### src/hdl/tfwm_pkg.sv
// Shared constants and types for the topic filter wildcard matcher.
`timescale 1ns / 1ps

package tfwm_pkg;

  // Default capacity of each string buffer, in bytes.
  localparam int DEF_MAX_STRING_BYTES = 100;

  // Special bytes of the topic and filter syntax.
  localparam logic [7:0] SEP_BYTE       = 8'h2F;  // '/'
  localparam logic [7:0] ANY_REST_BYTE  = 8'h2A;  // '*'
  localparam logic [7:0] ONE_LEVEL_BYTE = 8'h2B;  // '+'

  // Input operation codes.
  typedef enum logic [1:0] {
    OP_TOPIC  = 2'd0,
    OP_FILTER = 2'd1,
    OP_EVAL   = 2'd2,
    OP_NOP    = 2'd3
  } op_t;

  // Control bundle from the sequencer to one string buffer.
  typedef struct packed {
    logic       append;
    logic       clear;
    logic [7:0] data;
  } buf_ctl_t;

endpackage

### src/hdl/topic_filter_wildcard_match.sv
// Top level of the topic filter wildcard matcher: intake, walk sequencer, result register.
//
//   Channel | Handshake             | Payload          | Moves
//   --------+-----------------------+------------------+--------------------------------
//   in      | in_valid / in_stall   | op, char_byte    | append topic/filter byte, eval
//   out     | out_valid / out_stall | is_match         | one result per evaluate
//
// Appends are accepted back to back whenever the sequencer is idle.
// An evaluate walks the two buffers through one shared byte compare; each step first
// lets the registered buffer read data settle. When the two lengths agree, an
// equality pass runs first, and a mismatch there hands over to the level pass.
// The walk ends by loading the result register.
// Reset (rst, synchronous) empties both buffers and drops any pending result.
// in_stall is high for the whole evaluate walk and while a finished result waits for
// a full output register; appends are accepted while an earlier result is still held.
`timescale 1ns / 1ps

module topic_filter_wildcard_match #(
  parameter int MAX_STRING_BYTES = tfwm_pkg::DEF_MAX_STRING_BYTES
) (
  input  logic       clk,
  input  logic       rst,
  input  logic       in_valid,
  output logic       in_stall,
  input  logic [1:0] op,
  input  logic [7:0] char_byte,
  output logic       out_valid,
  input  logic       out_stall,
  output logic       is_match
);
  import tfwm_pkg::*;

  localparam int LW = $clog2(MAX_STRING_BYTES + 1);

  // Sequencer states. When the two lengths agree the equality pass runs first; the level
  // pass alternates between skipping separators and checking one filter level.
  typedef enum logic [8:0] {
    S_IDLE  = 9'b000000001,
    S_EQ    = 9'b000000010,
    S_TSKIP = 9'b000000100,
    S_FSKIP = 9'b000001000,
    S_FLVL  = 9'b000010000,
    S_FEND  = 9'b000100000,
    S_CMP   = 9'b001000000,
    S_TLVL  = 9'b010000000,
    S_FIN   = 9'b100000000
  } state_t;

  state_t        state, state_next;
  logic          primed, primed_next;
  logic [LW-1:0] tp, tp_next;
  logic [LW-1:0] fp, fp_next;
  logic          have_t, have_t_next;
  logic          spec_any, spec_any_next;
  logic          res, res_next;

  logic          in_accept;
  logic          fin_load;
  logic          walking;
  buf_ctl_t      topic_ctl, filter_ctl;
  logic [7:0]    t_byte, f_byte;
  logic [LW-1:0] topic_len, filter_len;
  logic          t_past, f_past;
  logic          t_end, f_end;

  assign in_stall  = (state != S_IDLE);
  assign in_accept = in_valid && !in_stall;

  // The result register is free when it is empty or being drained this cycle.
  assign fin_load = (state == S_FIN) && (!out_valid || !out_stall);

  assign walking = (state != S_IDLE) && (state != S_FIN);

  assign topic_ctl.append  = in_accept && (op == OP_TOPIC);
  assign topic_ctl.clear   = fin_load;
  assign topic_ctl.data    = char_byte;
  assign filter_ctl.append = in_accept && (op == OP_FILTER);
  assign filter_ctl.clear  = fin_load;
  assign filter_ctl.data   = char_byte;

  tfwm_buf #(
    .MAX_STRING_BYTES(MAX_STRING_BYTES),
    .LW              (LW)
  ) u_topic (
    .clk    (clk),
    .rst    (rst),
    .ctl    (topic_ctl),
    .rd_addr(tp),
    .rd_data(t_byte),
    .len    (topic_len)
  );

  tfwm_buf #(
    .MAX_STRING_BYTES(MAX_STRING_BYTES),
    .LW              (LW)
  ) u_filter (
    .clk    (clk),
    .rst    (rst),
    .ctl    (filter_ctl),
    .rd_addr(fp),
    .rd_data(f_byte),
    .len    (filter_len)
  );

  // A position is at the end of its level when it is past the string or on a separator.
  assign t_past = (tp >= topic_len);
  assign f_past = (fp >= filter_len);
  assign t_end  = t_past || (t_byte == SEP_BYTE);
  assign f_end  = f_past || (f_byte == SEP_BYTE);

  // Every walk state first lets the read data settle for the current
  // pointers (primed low) and then acts on it (primed high).
  always_comb begin
    state_next    = state;
    tp_next       = tp;
    fp_next       = fp;
    have_t_next   = have_t;
    spec_any_next = spec_any;
    res_next      = res;
    primed_next   = walking && !primed;

    unique case (state)
      S_IDLE: begin
        if (in_accept && (op == OP_EVAL)) begin
          tp_next    = '0;
          fp_next    = '0;
          state_next = (topic_len == filter_len) ? S_EQ : S_TSKIP;
        end
      end
      S_EQ: begin
        if (primed) begin
          if (t_past) begin
            res_next   = 1'b1;
            state_next = S_FIN;
          end else if (t_byte != f_byte) begin
            tp_next    = '0;
            fp_next    = '0;
            state_next = S_TSKIP;
          end else begin
            tp_next = tp + LW'(1);
            fp_next = fp + LW'(1);
          end
        end
      end
      S_TSKIP: begin
        if (primed) begin
          if (t_past) begin
            have_t_next = 1'b0;
            state_next  = S_FSKIP;
          end else if (t_byte == SEP_BYTE) begin
            tp_next = tp + LW'(1);
          end else begin
            have_t_next = 1'b1;
            state_next  = S_FSKIP;
          end
        end
      end
      S_FSKIP: begin
        if (primed) begin
          if (f_past) begin
            res_next   = !have_t;
            state_next = S_FIN;
          end else if (f_byte == SEP_BYTE) begin
            fp_next = fp + LW'(1);
          end else begin
            state_next = S_FLVL;
          end
        end
      end
      S_FLVL: begin
        if (primed) begin
          if ((f_byte == ANY_REST_BYTE) || (f_byte == ONE_LEVEL_BYTE)) begin
            spec_any_next = (f_byte == ANY_REST_BYTE);
            fp_next       = fp + LW'(1);
            state_next    = S_FEND;
          end else if (!have_t) begin
            res_next   = 1'b0;
            state_next = S_FIN;
          end else begin
            state_next = S_CMP;
          end
        end
      end
      S_FEND: begin
        if (primed) begin
          if (f_end) begin
            if (spec_any) begin
              res_next   = 1'b1;
              state_next = S_FIN;
            end else if (!have_t) begin
              res_next   = 1'b0;
              state_next = S_FIN;
            end else begin
              state_next = S_TLVL;
            end
          end else if (!have_t) begin
            res_next   = 1'b0;
            state_next = S_FIN;
          end else begin
            // The wildcard byte opens a longer level; compare it from its start.
            fp_next    = fp - LW'(1);
            state_next = S_CMP;
          end
        end
      end
      S_CMP: begin
        if (primed) begin
          if (t_end && f_end) begin
            state_next = S_TSKIP;
          end else if (t_end || f_end || (t_byte != f_byte)) begin
            res_next   = 1'b0;
            state_next = S_FIN;
          end else begin
            tp_next = tp + LW'(1);
            fp_next = fp + LW'(1);
          end
        end
      end
      S_TLVL: begin
        if (primed) begin
          if (t_end) begin
            state_next = S_TSKIP;
          end else begin
            tp_next = tp + LW'(1);
          end
        end
      end
      S_FIN: begin
        if (fin_load) begin
          state_next = S_IDLE;
        end
      end
      default: begin
        state_next = S_IDLE;
      end
    endcase
  end

  always_ff @(posedge clk) begin
    if (rst) begin
      state     <= S_IDLE;
      primed    <= 1'b0;
      out_valid <= 1'b0;
    end else begin
      state  <= state_next;
      primed <= primed_next;
      if (fin_load) begin
        out_valid <= 1'b1;
      end else if (!out_stall) begin
        out_valid <= 1'b0;
      end
    end
  end

  always_ff @(posedge clk) begin
    tp       <= tp_next;
    fp       <= fp_next;
    have_t   <= have_t_next;
    spec_any <= spec_any_next;
    res      <= res_next;
    if (fin_load) begin
      is_match <= res;
    end
  end

`ifndef SYNTHESIS
  // An accepted evaluate always starts a walk.
  a_eval_busy: assert property (@(posedge clk) disable iff (rst)
    (in_accept && (op == OP_EVAL)) |=> in_stall)
    else $error("evaluate transfer did not start a walk");

  // The walk pointers never run past the stored strings.
  a_ptr_bound: assert property (@(posedge clk) disable iff (rst)
    walking |-> ((tp <= topic_len) && (fp <= filter_len)))
    else $error("walk pointer past string length");

  // A new result only comes from the final state of a walk.
  a_result_src: assert property (@(posedge clk) disable iff (rst)
    $rose(out_valid) |-> $past(state == S_FIN))
    else $error("result appeared without a finished walk");

  // Both buffers are empty once a result has been loaded.
  a_cleared: assert property (@(posedge clk) disable iff (rst)
    $rose(out_valid) |-> ((topic_len == '0) && (filter_len == '0)))
    else $error("buffers not cleared after evaluate");
`endif

endmodule

### src/hdl/tfwm_buf.sv
// One string buffer: byte memory, fill length and a registered read port.
`timescale 1ns / 1ps

module tfwm_buf #(
  parameter int MAX_STRING_BYTES = tfwm_pkg::DEF_MAX_STRING_BYTES,
  parameter int LW = $clog2(MAX_STRING_BYTES + 1)
) (
  input  logic               clk,
  input  logic               rst,
  input  tfwm_pkg::buf_ctl_t ctl,
  input  logic [LW-1:0]      rd_addr,
  output logic [7:0]         rd_data,
  output logic [LW-1:0]      len
);
  import tfwm_pkg::*;

  localparam int AW = $clog2(MAX_STRING_BYTES);

  logic [7:0]    mem [0:MAX_STRING_BYTES-1];
  logic          wr_en;
  logic [AW-1:0] rd_index;

  // Zero bytes and bytes past capacity are dropped.
  assign wr_en = ctl.append && (ctl.data != 8'd0) && (len < LW'(MAX_STRING_BYTES));

  // Positions at or past capacity are never used; keep the index in range.
  assign rd_index = (rd_addr < LW'(MAX_STRING_BYTES)) ? rd_addr[AW-1:0] : '0;

  always_ff @(posedge clk) begin
    if (rst) begin
      len <= '0;
    end else if (ctl.clear) begin
      len <= '0;
    end else if (wr_en) begin
      len <= len + LW'(1);
    end
  end

  always_ff @(posedge clk) begin
    if (wr_en) begin
      mem[len[AW-1:0]] <= ctl.data;
    end
  end

  always_ff @(posedge clk) begin
    rd_data <= mem[rd_index];
  end

endmodule

### config.mk
export PLATFORM = sky130hd
export DESIGN_NAME = topic_filter_wildcard_match
export DESIGN_NICKNAME = d
export VERILOG_FILES = /design/src/hdl/tfwm_pkg.sv /design/src/hdl/topic_filter_wildcard_match.sv /design/src/hdl/tfwm_buf.sv
export SDC_FILE = /design/constraint.sdc
export NUM_CORES = 2
export LEC_CHECK = 0
export ABC_AREA = 1
export BUFFER_PORTS_ARGS = -buffer_cell sky130_fd_sc_hd__buf_4
export CAP_MARGIN = 20
export CORE_MARGIN = 3
export CORE_UTILIZATION = 55
export DETAILED_ROUTE_END_ITERATION = 12
export HOLD_SLACK_MARGIN = 0.06
export PLACE_DENSITY = 0.73
export SYNTH_ARGS = -nofsm -noshare
export SYNTH_HDL_FRONTEND = slang
export SYNTH_HIERARCHICAL = 1
export SYNTH_SLANG_ARGS = --single-unit
### constraint.sdc
create_clock -name clk -period 2.6 [get_ports clk]
set_input_delay 0.13 -clock clk [delete_from_list [all_inputs] [get_ports clk]]
set_output_delay 0.13 -clock clk [all_outputs]
set_load 0.005 [all_outputs]
==> impl_metrics.ini <==
[status]
status = finished with violations
violations = setup timing

[layout]
nets = 7084
multi_input_area_um2 = 20400
ff_latch_area_um2 = 49400
filler_cell_count = 9787
final_cell_count_no_fill = 8939
final_util = 0.644
finalInstanceArea_um2 = 85300
drive_gt1_frac = 0.124
area_growth_pct = 15.5

[placed_design]
routabilityCongestion = 0.920
port_buffers = 16
pre_cts_ws_ps = -158
dp.cells = 8589
post_dp_cell_area_um2 = 78600
hpwl_mm = 118

[critical_path]
path_cells = nor2_4 -> nand2_2 -> nor2_4 -> inv_2 -> nor3_4 -> nand3b_1 -> nor2_2 -> nand2_2 -> nor2_4 -> buf_6 -> nand4_1 -> buf_6 -> clkbuf_16 -> nor2_1 -> buf_4
cp_data_required_time_ps = 3110
cpPeakStageDelay_ps = 330
crit_slowest_cell = dfxtp_2
worstSetupStartpoint = state[3]$_SDFFE_PP0P_
critPathLaunchType = flip-flop
worstReg2RegStart = state[3]$_SDFFE_PP0P_
path_common_cell = nor2_4
endpoint_kind = flip-flop
critical_path_class = flip-flop to flip-flop
crit_arrival_ps = 3160
path_max_fanout = 8

[timing]
finalCriticalPeriod_ps = 2650
worstMarginPinSlew_ps = 1040
setup_violations = 228
finalHoldViolations = 0
fin_setup_tns_ps = -4700
worst_slack_ps = -49.9
whs_ps = 204
finalMaxSlewViolations = 0
relSlewSlack = 0.310
fin_crit_sh = 1.02
rsz0062_at_grt = yes
clock_skew_ps = 22.7
clock.fmax_mhz = 377

[power]
comb_power_share = 0.416
switchingPower_mw = 35.7
power_mw = 90.4
p_leak_nw = 33.0
p_int_mw = 54.7
pwr-share-seq = 0.333
vdd.ir_drop.worst_uv = 1020
power_density_nw_per_um2 = 1060
sw_frac_of_total = 0.395
clock_power_share = 0.251

[worst_hold_path]
min_path_type = primary input to flip-flop
hold_path.startpoint = char_byte[2]

[die]
dieHeight_um = 372
start_util = 0.558
rows = 133
ios = 17
fp.coreArea_um2 = 132000
die_width_um = 372
die-area_um2 = 139000

[global_routing]
grt_max_degree = 140
overflow = 0
grt_pass1_vias = 49886
antenna_found_initial = 2
grt_pass1_wl_mm = 296
grt.total_usage = 0.282

[routing]
viasPerCell = 5.87
wl_per_cell_um = 22.5
drt-pass1-iter-count = 7
drt_iter0_markers = 7547
vias = 52514
drcViolationCount = 0
drt_wl_total_mm = 201
ant_nets = 0

[logic_synthesis]
synth.distinct_cells = 49
ys_seq_elements = 1659
seq_area_frac_synth = 0.669
async_reset_ff_frac = 0
synth_area_um2 = 73900
yosysTopAreaCellShare = 0.658
synth_area_per_cell_um2 = 10.8
yosysWarnings = 6
synth.net_count = 6882
yosys_most_used_dff = edfxtp_1
syn_inst = 6849
synthTopCellsByArea = edfxtp_1 (66%), nand3_1 (8.8%), nand2_1 (6.6%), nand3b_1 (4.3%), inv_1 (4.2%)
yosys.area.top_type = edfxtp_1
synth-edff-count = 1618

[clock_network]
htree_levels = 4
cts_buffers = 163
insertion_delay_ps = 800
cts_tree = yes
clock_path_buffers = 3
clock-sinks = 1659
clk_pin_slew_worst_paths_ps = 60
cts-root-buf = clkbuf_16

[job]
max_cap_viol_count = 0
-- path summary, 6_finish.rpt --
| check | endpoint | slack [ps] | depth (start not counted) |
|---|---|---|---|
| setup / recovery | u_topic/mem[34][2]$_DFFE_PP_ | -50 | 15 |
| hold / removal | u_topic/mem[43][2]$_DFFE_PP_ | 200 | 2 |
| setup reg to reg | u_topic/mem[34][2]$_DFFE_PP_ | -50 | 15 |
| hold reg to reg | is_match$_DFFE_PP_ | 490 | 0 |
-- flip-flops by register name, indices dropped and copies added (netlist names), 8 cells and up --
name and count:
state 9, u_filter/mem 800, u_filter/rd_data 8, u_topic/mem 800, u_topic/rd_data 8
-- cells by family after synthesis --
family	after synthesis	synth area share
buffers and inverters	1255	0.0702
AO/OA/AOI/OAI	309	0.0254
adder cells (fa/ha/maj)	19	0.00322
XOR/XNOR	12	0.00142
AND/OR/NAND/NOR	3595	0.231
flip-flops	1659	0.669
-- power groups by stage --
| stage | clock (mW) | sequential (mW) | combinational [mW] |
|---|---|---|---|
| final | 22.7 | 30.1 | 37.6 |
| after global routing | 24.1 | 30.1 | 40.4 |
| after floorplan | 0 | 30.5 | 23.3 |
| after detailed placement | 0 | 30.6 | 35.3 |
| after CTS | 23.0 | 30.0 | 35.6 |
| after global placement | 0 | 30.6 | 34.8 |
-- repair_timing --
action	in CTS	in global routing
pin swaps	1	7
setup endpoints to repair	816	1550
gates resized for setup	19	231
buffers inserted	8	13
hold endpoints to repair	544	0
cloned	0	16
hold buffers	16	0
-- critical path, delay by kind of cell (launching register included) --
kind	cells	cell delay (ps)
buf+inv	5	760
flops	1	330
simple gates	10	1290
-- synth_stat cells, types with 2 or more instances --
cell type and number:
buf_4 30, nand2_2 11, buf_6 8, o21bai_1 34
a2111oi_0 2, dfxtp_1 41, o2111ai_1 16, nor2_1 481
o32ai_1 2, and3_1 2, inv_4 3, a31o_2 2
nand2_1 1294, clkbuf_1 99, buf_1 36, edfxtp_1 1618
inv_2 13, o21ai_0 141, nor2_2 8, nand3_1 1293
nor3_1 11, buf_2 236, o211ai_1 45, or2_0 2
nand4_1 15, or2_1 3, xnor2_1 3, a21oi_1 48
or2_2 29, o31ai_1 14, inv_1 829, nand2_4 10
nor2_4 2, xor2_1 9, nor3b_1 2, ha_1 19
nand3b_1 426
-- layout make-up --
type	count	share of cell area
Sequential cell	1659	0.579
Multi-Input combinational cell	3938	0.239
Timing Repair Buffer	443	0.0590
Clock buffer	222	0.0532
Inverter	846	0.0375
Tap cell	1755	0.0257
Clock inverter	74	0.00652
Antenna cell	2	0.0000586
-- layer usage --
metal | up-vias | global-route usage | part of all wire
li1 | 23824 | - | -
met1 | 25150 | 0.377 | 0.38
met2 | 3016 | 0.450 | 0.47
met3 | 522 | 0.0517 | 0.099
met4 | 2 | 0.134 | 0.046
met5 | - | 0 | 0.000055
-- cell usage in the layout (no fill, tap or decap), types with 14 or more instances in the layout --
| cell | n |
|---|---|
| edfxtp_1 | 1618 |
| nand2_1 | 1286 |
| nand3_1 | 1284 |
| inv_1 | 825 |
| nand3b_1 | 426 |
| nor2_1 | 345 |
| buf_4 | 248 |
| clkbuf_16 | 186 |
| o21ai_0 | 139 |
| nor2_4 | 117 |
| buf_12 | 76 |
| buf_6 | 74 |
| a21oi_1 | 48 |
| clkbuf_1 | 46 |
| o211ai_1 | 45 |
| dfxtp_1 | 38 |
| clkinv_1 | 34 |
| o21bai_1 | 34 |
| nor2_2 | 29 |
| or2_2 | 29 |
| clkinv_2 | 25 |
| ha_1 | 19 |
| nand2_2 | 17 |
| dlygate4sd3_1 | 16 |
| o2111ai_1 | 16 |
| inv_2 | 15 |
| nand4_1 | 15 |
| o31ai_1 | 14 |
Note: power is estimated with default switching activity, not from simulation.
